<file path="src/rtl/scta_pkg.sv">
// Shared types, constants and scancode translation tables for the scancode FIFO.
package scta_pkg;

  localparam int unsigned FIFO_DEPTH_DEF = 256;
  localparam int unsigned KEY_W          = 7;
  localparam int unsigned CHAR_W         = 7;
  localparam int unsigned NUM_KEYS       = 128;

  localparam logic [KEY_W-1:0]  KEY_LSHIFT = 7'h2A;
  localparam logic [KEY_W-1:0]  KEY_RSHIFT = 7'h36;
  localparam logic [KEY_W-1:0]  KEY_CAPS   = 7'h3A;
  localparam logic [CHAR_W-1:0] CASE_GAP   = 7'h20;
  localparam logic [CHAR_W-1:0] LOWER_A    = 7'h61;
  localparam logic [CHAR_W-1:0] LOWER_Z    = 7'h7A;

  typedef enum logic {
    OP_SCAN = 1'b0,
    OP_POP  = 1'b1
  } op_e;

  // Character handed from the key decoder to the FIFO.
  typedef struct packed {
    logic              valid;
    logic [CHAR_W-1:0] ch;
  } push_t;

  function automatic logic [CHAR_W-1:0] plain_char(input logic [KEY_W-1:0] key);
    logic [CHAR_W-1:0] c;
    case (key)
      7'd1:  c = 7'h1B;
      7'd2:  c = 7'h31;
      7'd3:  c = 7'h32;
      7'd4:  c = 7'h33;
      7'd5:  c = 7'h34;
      7'd6:  c = 7'h35;
      7'd7:  c = 7'h36;
      7'd8:  c = 7'h37;
      7'd9:  c = 7'h38;
      7'd10: c = 7'h39;
      7'd11: c = 7'h30;
      7'd12: c = 7'h2D;
      7'd13: c = 7'h3D;
      7'd14: c = 7'h08;
      7'd15: c = 7'h09;
      7'd16: c = 7'h71;
      7'd17: c = 7'h77;
      7'd18: c = 7'h65;
      7'd19: c = 7'h72;
      7'd20: c = 7'h74;
      7'd21: c = 7'h79;
      7'd22: c = 7'h75;
      7'd23: c = 7'h69;
      7'd24: c = 7'h6F;
      7'd25: c = 7'h70;
      7'd26: c = 7'h5B;
      7'd27: c = 7'h5D;
      7'd28: c = 7'h0A;
      7'd30: c = 7'h61;
      7'd31: c = 7'h73;
      7'd32: c = 7'h64;
      7'd33: c = 7'h66;
      7'd34: c = 7'h67;
      7'd35: c = 7'h68;
      7'd36: c = 7'h6A;
      7'd37: c = 7'h6B;
      7'd38: c = 7'h6C;
      7'd39: c = 7'h3B;
      7'd40: c = 7'h27;
      7'd41: c = 7'h60;
      7'd43: c = 7'h5C;
      7'd44: c = 7'h7A;
      7'd45: c = 7'h78;
      7'd46: c = 7'h63;
      7'd47: c = 7'h76;
      7'd48: c = 7'h62;
      7'd49: c = 7'h6E;
      7'd50: c = 7'h6D;
      7'd51: c = 7'h2C;
      7'd52: c = 7'h2E;
      7'd53: c = 7'h2F;
      7'd55: c = 7'h2A;
      7'd57: c = 7'h20;
      default: c = '0;
    endcase
    return c;
  endfunction

  function automatic logic [CHAR_W-1:0] shift_char(input logic [KEY_W-1:0] key);
    logic [CHAR_W-1:0] c;
    case (key)
      7'd1:  c = 7'h1B;
      7'd2:  c = 7'h21;
      7'd3:  c = 7'h40;
      7'd4:  c = 7'h23;
      7'd5:  c = 7'h24;
      7'd6:  c = 7'h25;
      7'd7:  c = 7'h5E;
      7'd8:  c = 7'h26;
      7'd9:  c = 7'h2A;
      7'd10: c = 7'h28;
      7'd11: c = 7'h29;
      7'd12: c = 7'h5F;
      7'd13: c = 7'h2B;
      7'd14: c = 7'h08;
      7'd15: c = 7'h09;
      7'd16: c = 7'h51;
      7'd17: c = 7'h57;
      7'd18: c = 7'h45;
      7'd19: c = 7'h52;
      7'd20: c = 7'h54;
      7'd21: c = 7'h59;
      7'd22: c = 7'h55;
      7'd23: c = 7'h49;
      7'd24: c = 7'h4F;
      7'd25: c = 7'h50;
      7'd26: c = 7'h7B;
      7'd27: c = 7'h7D;
      7'd28: c = 7'h0A;
      7'd30: c = 7'h41;
      7'd31: c = 7'h53;
      7'd32: c = 7'h44;
      7'd33: c = 7'h46;
      7'd34: c = 7'h47;
      7'd35: c = 7'h48;
      7'd36: c = 7'h4A;
      7'd37: c = 7'h4B;
      7'd38: c = 7'h4C;
      7'd39: c = 7'h3A;
      7'd40: c = 7'h22;
      7'd41: c = 7'h7E;
      7'd43: c = 7'h7C;
      7'd44: c = 7'h5A;
      7'd45: c = 7'h58;
      7'd46: c = 7'h43;
      7'd47: c = 7'h56;
      7'd48: c = 7'h42;
      7'd49: c = 7'h4E;
      7'd50: c = 7'h4D;
      7'd51: c = 7'h3C;
      7'd52: c = 7'h3E;
      7'd53: c = 7'h3F;
      7'd55: c = 7'h2A;
      7'd57: c = 7'h20;
      default: c = '0;
    endcase
    return c;
  endfunction

endpackage

</file>
<file path="src/rtl/scta_keymap.sv">
// Key state tracking and scancode to character translation.
module scta_keymap (
  input  logic                        clk_i,
  input  logic                        rst_ni,
  input  logic                        scan_fire_i,
  input  logic [7:0]                  scan_byte_i,
  output scta_pkg::push_t             push_o
);

  logic [scta_pkg::NUM_KEYS-1:0] held_q, held_d;
  logic                          shift_q, shift_d;
  logic                          caps_q, caps_d;

  logic [scta_pkg::KEY_W-1:0]  key;
  logic                        release_key;
  logic                        is_shift;
  logic [scta_pkg::CHAR_W-1:0] raw_ch;
  logic [scta_pkg::CHAR_W-1:0] ch;

  assign key         = scan_byte_i[6:0];
  assign release_key = scan_byte_i[7];
  assign is_shift    = (key == scta_pkg::KEY_LSHIFT) || (key == scta_pkg::KEY_RSHIFT);

  assign raw_ch = shift_q ? scta_pkg::shift_char(key) : scta_pkg::plain_char(key);

  always_comb begin
    ch = raw_ch;
    if (caps_q && raw_ch >= scta_pkg::LOWER_A && raw_ch <= scta_pkg::LOWER_Z) begin
      ch = raw_ch - scta_pkg::CASE_GAP;
    end
  end

  always_comb begin
    held_d       = held_q;
    shift_d      = shift_q;
    caps_d       = caps_q;
    push_o.valid = 1'b0;
    push_o.ch    = ch;
    if (scan_fire_i) begin
      if (release_key) begin
        held_d[key] = 1'b0;
        if (is_shift) begin
          shift_d = 1'b0;
        end
      end else if (!held_q[key]) begin
        // A press of a key that is already down is typematic repeat and is dropped.
        held_d[key] = 1'b1;
        if (is_shift) begin
          shift_d = 1'b1;
        end else if (key == scta_pkg::KEY_CAPS) begin
          caps_d = ~caps_q;
        end else begin
          push_o.valid = (ch != '0);
        end
      end
    end
  end

  always_ff @(posedge clk_i or negedge rst_ni) begin
    if (!rst_ni) begin
      held_q  <= '0;
      shift_q <= 1'b0;
      caps_q  <= 1'b0;
    end else begin
      held_q  <= held_d;
      shift_q <= shift_d;
      caps_q  <= caps_d;
    end
  end

`ifndef SYNTHESIS
  a_shift_release_clears: assert property (@(posedge clk_i) disable iff (!rst_ni)
    (scan_fire_i && release_key && is_shift) |=> !shift_q)
    else $error("shift flag survived a shift key release");

  a_repeat_no_push: assert property (@(posedge clk_i) disable iff (!rst_ni)
    (scan_fire_i && !release_key && held_q[key]) |-> !push_o.valid)
    else $error("typematic repeat pushed a character");
`endif

endmodule

</file>
<file path="src/rtl/scta_char_fifo.sv">
// Ring buffer of translated characters with a registered pop result.
module scta_char_fifo #(
  parameter int unsigned FIFO_DEPTH = scta_pkg::FIFO_DEPTH_DEF
) (
  input  logic                        clk_i,
  input  logic                        rst_ni,
  input  scta_pkg::push_t             push_i,
  input  logic                        pop_fire_i,
  input  logic                        out_stall_i,
  output logic                        out_valid_o,
  output logic                        char_valid_o,
  output logic [scta_pkg::CHAR_W-1:0] ascii_char_o
);

  localparam int unsigned PTR_W = (FIFO_DEPTH > 1) ? $clog2(FIFO_DEPTH) : 1;
  localparam logic [PTR_W-1:0] PTR_LAST = PTR_W'(FIFO_DEPTH - 1);

  logic [scta_pkg::CHAR_W-1:0] mem_q [FIFO_DEPTH];
  logic [scta_pkg::CHAR_W-1:0] rd_data_q;

  logic [PTR_W-1:0] wr_ptr_q, wr_ptr_d, rd_ptr_q, rd_ptr_d;
  logic [PTR_W-1:0] wr_next, rd_next;
  logic             out_valid_q, out_valid_d;
  logic             char_valid_q, char_valid_d;
  logic             empty, full, push_ok;

  assign wr_next = (wr_ptr_q == PTR_LAST) ? '0 : wr_ptr_q + 1'b1;
  assign rd_next = (rd_ptr_q == PTR_LAST) ? '0 : rd_ptr_q + 1'b1;
  assign empty   = (wr_ptr_q == rd_ptr_q);
  // One slot always stays free, so a full ring drops the new character.
  assign full    = (wr_next == rd_ptr_q);
  assign push_ok = push_i.valid && !full;

  always_comb begin
    wr_ptr_d     = push_ok ? wr_next : wr_ptr_q;
    rd_ptr_d     = (pop_fire_i && !empty) ? rd_next : rd_ptr_q;
    out_valid_d  = out_valid_q && out_stall_i;
    char_valid_d = char_valid_q;
    if (pop_fire_i) begin
      out_valid_d  = 1'b1;
      char_valid_d = !empty;
    end
  end

  always_ff @(posedge clk_i) begin
    if (push_ok) begin
      mem_q[wr_ptr_q] <= push_i.ch;
    end
  end

  always_ff @(posedge clk_i) begin
    if (pop_fire_i) begin
      rd_data_q <= mem_q[rd_ptr_q];
    end
  end

  always_ff @(posedge clk_i or negedge rst_ni) begin
    if (!rst_ni) begin
      wr_ptr_q     <= '0;
      rd_ptr_q     <= '0;
      out_valid_q  <= 1'b0;
      char_valid_q <= 1'b0;
    end else begin
      wr_ptr_q     <= wr_ptr_d;
      rd_ptr_q     <= rd_ptr_d;
      out_valid_q  <= out_valid_d;
      char_valid_q <= char_valid_d;
    end
  end

  assign out_valid_o  = out_valid_q;
  assign char_valid_o = out_valid_q && char_valid_q;
  assign ascii_char_o = char_valid_o ? rd_data_q : '0;

`ifndef SYNTHESIS
  a_ptr_range: assert property (@(posedge clk_i) disable iff (!rst_ni)
    (wr_ptr_q <= PTR_LAST) && (rd_ptr_q <= PTR_LAST))
    else $error("ring pointer out of range");

  a_no_overwrite: assert property (@(posedge clk_i) disable iff (!rst_ni)
    (out_valid_q && out_stall_i) |-> !pop_fire_i)
    else $error("pop taken while a result is still held");

  a_pop_nonempty: assert property (@(posedge clk_i) disable iff (!rst_ni)
    (pop_fire_i && !empty) |=> (out_valid_o && char_valid_o))
    else $error("pop of a non-empty ring returned no character");
`endif

endmodule

</file>
<file path="src/rtl/scancode_to_ascii_fifo.sv">
// Scancode translator top level: key decoder feeding a character ring buffer.
// One item may be accepted in every cycle while in_stall_o is low.
// A pop word appears at the output register in the cycle after acceptance.
// Scancode words are never stalled; a pop is stalled only while a previous
// pop word is held at the output and the receiver stalls it.
// Reset clears held keys, shift and caps flags, and both ring pointers at once.
module scancode_to_ascii_fifo #(
  parameter int unsigned FIFO_DEPTH = scta_pkg::FIFO_DEPTH_DEF
) (
  input  logic                        clk_i,
  input  logic                        rst_ni,
  input  logic                        in_valid_i,
  output logic                        in_stall_o,
  input  logic                        operation_i,
  input  logic [7:0]                  scan_byte_i,
  output logic                        out_valid_o,
  input  logic                        out_stall_i,
  output logic                        char_valid_o,
  output logic [scta_pkg::CHAR_W-1:0] ascii_char_o
);

  scta_pkg::push_t push;
  logic            is_pop;
  logic            scan_fire;
  logic            pop_fire;

  assign is_pop     = (operation_i == scta_pkg::OP_POP);
  assign in_stall_o = is_pop && out_valid_o && out_stall_i;
  assign scan_fire  = in_valid_i && !is_pop;
  assign pop_fire   = in_valid_i && is_pop && !in_stall_o;

  scta_keymap u_keymap (
    .clk_i       (clk_i),
    .rst_ni      (rst_ni),
    .scan_fire_i (scan_fire),
    .scan_byte_i (scan_byte_i),
    .push_o      (push)
  );

  scta_char_fifo #(
    .FIFO_DEPTH (FIFO_DEPTH)
  ) u_char_fifo (
    .clk_i        (clk_i),
    .rst_ni       (rst_ni),
    .push_i       (push),
    .pop_fire_i   (pop_fire),
    .out_stall_i  (out_stall_i),
    .out_valid_o  (out_valid_o),
    .char_valid_o (char_valid_o),
    .ascii_char_o (ascii_char_o)
  );

endmodule
</file>
<file path="config.mk">
export PLATFORM = sky130hd
export DESIGN_NAME = scancode_to_ascii_fifo
export DESIGN_NICKNAME = d
export VERILOG_FILES = /design/src/rtl/scta_pkg.sv /design/src/rtl/scta_keymap.sv /design/src/rtl/scta_char_fifo.sv /design/src/rtl/scancode_to_ascii_fifo.sv
export SDC_FILE = /design/constraint.sdc
export NUM_CORES = 2
export LEC_CHECK = 0
export BUFFER_PORTS_ARGS = -buffer_cell sky130_fd_sc_hd__buf_2
export CAP_MARGIN = 20
export CORE_ASPECT_RATIO = 1.4
export CORE_MARGIN = 8
export CORE_UTILIZATION = 63
export CTS_CLUSTER_SIZE = 30
export DETAILED_ROUTE_END_ITERATION = 16
export GPL_ROUTABILITY_DRIVEN = 1
export PLACE_DENSITY_LB_ADDON = 0.15
export RECOVER_POWER = 50
export SYNTH_ARGS = -nofsm -noshare
export SYNTH_HDL_FRONTEND = slang
export SYNTH_SLANG_ARGS = --single-unit
</file>
<file path="constraint.sdc">
create_clock -name clk_i -period 20.1 [get_ports clk_i]
set_clock_uncertainty 0.15 [all_clocks]
set_input_delay 1.005 -clock clk_i [delete_from_list [all_inputs] [get_ports clk_i]]
set_output_delay 1.005 -clock clk_i [all_outputs]
set_load 0.02 [all_outputs]
</file>
# Yosys cells after proc, flatten, opt, wreduce, memory -nomap -nowiden
# Memories as Yosys holds them, arrays and structs flattened. A register that Yosys moved wholly into a read port is not among the register bits.
# Cells that the tools add are included.
word_totals:
  regBits: 148
  mem_bits_rw: 1792
  mem_bits_ro: 896
  inputBits: 13
  wordCells: 78
  n_memories: 3
memory_table:
  columns: ["name", "depth", "word_bits", "read_ports", "rd_clocked_by_memory_dff", "wr", "line_no", "text"]
  rows:
  - ["u_char_fifo.mem_q", 256, 7, 1, 1, 1, "scta_char_fifo.sv:18", "logic [scta_pkg::CHAR_W-1:0] mem_q [FIFO_DEPTH];"]
  - ["(no name shown)", 64, 7, 1, 0, 0, "scta_pkg.sv:29", "case (key)"]
  - ["(no name shown)", 64, 7, 1, 0, 0, "scta_pkg.sv:90", "case (key)"]
op_classes:
  add_sub_neg: 3
  n_lt_le_gt_ge: 4
  n_eq_ne: 8
  muxes: 25
  n_bitwise: 7
  reduce_logical: 21
op_table:
  columns: ["op", "count"]
  rows:
  - ["$mux 128", 2]
  - ["$and 128x128->128", 1]
  - ["$not 128->128", 1]
  - ["$or 128x128->128", 1]
  - ["$mux 7", 5]
  - ["$eq 7x6->1 const B", 3]
  - ["$add 8x1->8 const B", 2]
  - ["$eq 8x8->1", 2]
  - ["$eq 8x8->1 const B", 2]
  - ["$mux 8", 2]
  - ["$mux 1", 14]
  - ["$logic_and 1x1->1", 12]
  - ["$lt 7x8->1 const B", 1]
  - ["$bmux 1 s7", 1]
  - ["$demux 1 s7", 1]
  - ["$ge 7x1->1 const B", 1]
  - ["$ge 7x7->1 const B", 1]
  - ["$le 7x7->1 const B", 1]
  - ["$reduce_bool 7->1", 1]
  - ["$sub 7x6->7 const B", 1]
  - ["$reduce_and 5->1", 1]
  - ["$logic_not 1->1", 4]
  - ["$not 1->1", 4]
  - ["$reduce_and 3->1", 1]
  - ["3 further kinds", 3]

# Logic depth before layout (Yosys ltp)
# An unclocked memory read counts as a cell.
depth:
  depth_word: 16
  ltp_mapped: 16
  depth_no_buf: 11

# Hierarchy
# From an unflattened synthesis, not the netlist that was laid out.
unflattened:
  hier_cells: 4351
  area_unflattened_um2: 78719.2
by_module_without_submodules:
  columns: ["module", "n_inst", "cells_per_inst", "area_per_inst_um2", "seq_area_each_um2"]
  rows:
  - ["scta_char_fifo", 1, 3529, 71024.4, 54472.2]
  - ["scta_keymap", 1, 818, 7669.9, 3253.1]
  - ["scancode_to_ascii_fifo", 1, 4, 25.0, 0.0]

# Worst setup path before layout
# Ideal clock, no wire load.
synth_path:
  path_kind: "input -> register"
  from: "input port scan_byte_i[0]"
  to: "memory u_char_fifo.mem_q[0][5] (netlist bit), data pin"
  setup_ns: 1.627
  t_arrival_ns: 17.982
  required_time_ns: 18.323
  setup_slack_ns: 0.342
  cell_stages: 12
  path_cell_list: "clkbuf_1 -> buf_2 -> clkbuf_1 -> inv_1 -> ha_1 -> nor2_1 -> a211oi_1 -> a21oi_1 -> o2111ai_1 -> nand4b_1 -> nand4_1 -> o221ai_1"
synth_lines:
  columns: ["element", "line_no", "text"]
  rows:
  - ["start, declared", "scancode_to_ascii_fifo.sv:15", "input logic [7:0] scan_byte_i,"]
  - ["end, declared", "scta_char_fifo.sv:18", null]

==> metrics.txt <==
CTS clk-pin slew, worst paths ~0.060 ns; sequential share of the synthesized area roughly 73%; die footprint 0.138 mm^2; TritonRoute pass-1 iters 6; post-route ant nets 0; number of synthesized flops with an enable pin between 1500 and 2000; vias slightly above 40000; slew at the pin with the worst max-slew slack between 9 and 10 ns; DRC 0; leakage power between 0.02 and 0.03 uW; CTS Sinks between 1500 and 2000; final setup vio count 0; port buffer count 22; hold_buf cts 0; Core Footprint between 0.1 and 0.15 mm^2; crit path capture type flip-flop; largest buffer count on any clock path 3; row cnt approximately 150; Yosys cell types 74; largest net degree at the start of global routing 220; count of cells resized by post-cts repair 0; max-slew violations 1963; NumNets Final between 3000 and 4000; worst vdd ir between 0.0001 and 0.00015 V; RSZ-0062 raised after global routing false; chip height ~440 um; Cell Pwr Density 127 mW/mm^2; maximum clock rate 83.9 MHz; DR WL/cell around 34 um; initial antenna violation count 3; share of post-route cells with drive strength above 1 a little under a quarter; final hold vios 0; type of origin of the critical path primary input; cell taking the most area after synthesis edfxtp_1; DRT iter0 DRCs 4923; WP data arrival 12.24 ns; Initial Util around 63%; outcome finished with violations; failing checks max-capacitance violations, max-slew violations; syn_nets 3984; worst hold path class primary input to flip-flop; yosys warns 0; worst path required time between 20 and 25 ns; post-layout min period between 10 and 15 ns; CTS Buf Count 173; Ports 23; Die Wd between 300 and 400 um; ys async rst share between 7 and 8%; Mean Syn Cell Area between 20 and 25 um^2; Area growth, synth to finish 9.23%; number of global-route vias before repair 40600; CTS tree built; count leader, synth edfxtp_1; Synth Instances 3952; final WL just under 200 mm; Post-synth top cells edfxtp_1 (1799), mux4_2 (587), clkbuf_1 (185), nor3_1 (164), o21ai_0 (160); share of the synthesized area in the top cell type between 60% and 70%; Seq cells post-synth around 1900; DR vias/cell ~7.1; htree depth 4; Setup Crit Path Kind primary input to flip-flop; Synth area leaders edfxtp_1 (68%), mux4_2 (17%), dfrtp_1 (4.7%), o31ai_1 (1.3%), and4_1 (1.2%); clock insertion delay at the later pin of the skew report around 0.81 ns; Slew headroom -520%; gr usage total around 28%; Detailed Place HPWL ~110 mm; GRT overflow 0; Post CTS Setup Buffer Count 0; Fin Hold WS about 0.28 ns; RePlAce Congestion about 0.87; ys flop type edfxtp_1; TNS Setup 0 ns; first-pass GRT wire length about 280 mm; Crit Path Max Fanout 99; synthesized area around 0.079 mm^2; Root Driver clkbuf_16; fin crit share 59.3%; max-cap violations 29
-- power by group --
part           switching (uW)  internal [uW]  leakage, uW
clock network            1450           1870      0.00277
logic                    1690           1320      0.00613
registers                85.0           4590       0.0184
total                    3230           7790       0.0273
-- kinds of logic after synthesis --
family	share of synthesized area [%]
flops	72.6
mux	17.7
simple gates	3.99
compound gates	3.46
buf+inv	1.74
fa+ha+maj	0.299
xor+xnor	0.187
-- per-stage QoR --
step	total power, uW	instances	worst slack [ns]	cell area, um^2	util, %
floorplan	6710	3952	0.342	79500	-
global placement	7680	5381	13.01	81100	64.6
detailed placement	7700	5388	12.88	81100	64.7
CTS	11000	5705	13.44	86800	69.2
global route	11300	5730	7.17	86800	69.2
finish	11000	5733	8.18	86800	69.2
-- state kept, by name, summed over array words and instances (netlist names), named ones only --
signal / flops
u_char_fifo.mem_q: 1792
u_char_fifo.rd_ptr_q: 8
u_char_fifo.out_valid_o: 1
u_char_fifo.wr_ptr_q: 8
u_char_fifo.rd_data_q: 7
u_keymap.caps_q: 1
u_char_fifo.char_valid_q: 1
u_keymap.shift_q: 1
-- critical path, cell delays in order --
cell	delay, ns
clkbuf_1	1.30
inv_1	0.45
ha_1	0.58
nor2_1	0.08
o311ai_0	0.37
a21oi_1	0.11
a311oi_1	0.23
clkbuf_1	0.35
clkinvlp_2	3.15
nor2_1	0.80
a21oi_1	0.21
a21oi_1	0.17
or3_1	2.23
buf_4	1.04
-- path summary, 6_finish.rpt --
| path | from | end | slack (ns) | cells past startpoint |
|---|---|---|---|---|
| min reg2reg | flip-flop | flip-flop | 0.36 | 2 |
| min in group asynchronous | rst_ni | async pin | 1.87 | 1 |
| min | out_stall_i | u_char_fifo.out_valid_o | 0.28 | 3 |
| max | scan_byte_i[0] | u_char_fifo.mem_q[73][6] | 8.18 | 14 |
| max reg2reg | u_char_fifo.rd_ptr_q[0] | u_char_fifo.rd_data_q[3] | 8.58 | 8 |
| max in group asynchronous | rst_ni | u_char_fifo.rd_ptr_q[2] | 12.53 | 2 |
-- layout make-up --
| cell class | count | area (um^2) |
|---|---|---|
| multi-input combinational | 1682 | 20400 |
| fill | 7613 | 38600 |
| sequential | 1947 | 57700 |
| clock buffer | 210 | 4700 |
| tap | 1638 | 2050 |
| inverter | 22 | 92.6 |
| antenna | 3 | 7.51 |
| clock inverter | 107 | 972 |
| timing repair buffer | 124 | 803 |
-- metal layers --
layer | vias to the layer above | global-route usage [%] | part of all wire, %
met2 | 2212 | 47.6 | 52
met4 | 2 | 12.0 | 4.8
met5 | - | 0 | 0.0088
met1 | 21300 | 36.9 | 36
met3 | 424 | 4.45 | 8.0
li1 | 16700 | - | -
-- cells in the final DEF, fill, tap and decap left out, types with 6 or more instances in the layout --
cell and n:
a22oi_1 8, and2_1 8, buf_4 40, o21ai_0 162, nor3_1 164, mux2i_1 74, nand2_1 85, nand3b_1 6
o22ai_1 35, nor2_1 38, clkinv_1 36, clkinvlp_4 10, xnor2_1 16, o31ai_1 133, o21ai_1 11, a21oi_1 26
bufinv_16 16, buf_2 11, nand4_1 12, edfxtp_1 1799, clkbuf_16 183, inv_1 16, dfrtp_1 144, inv_6 7
nand2b_1 16, clkinv_2 32, ha_1 15, clkbuf_1 83, mux4_2 587, nand3_1 31, nand2_2 6, and3_1 16
nor2b_1 24, and4_1 106
Power figures use the tool's default switching activity.
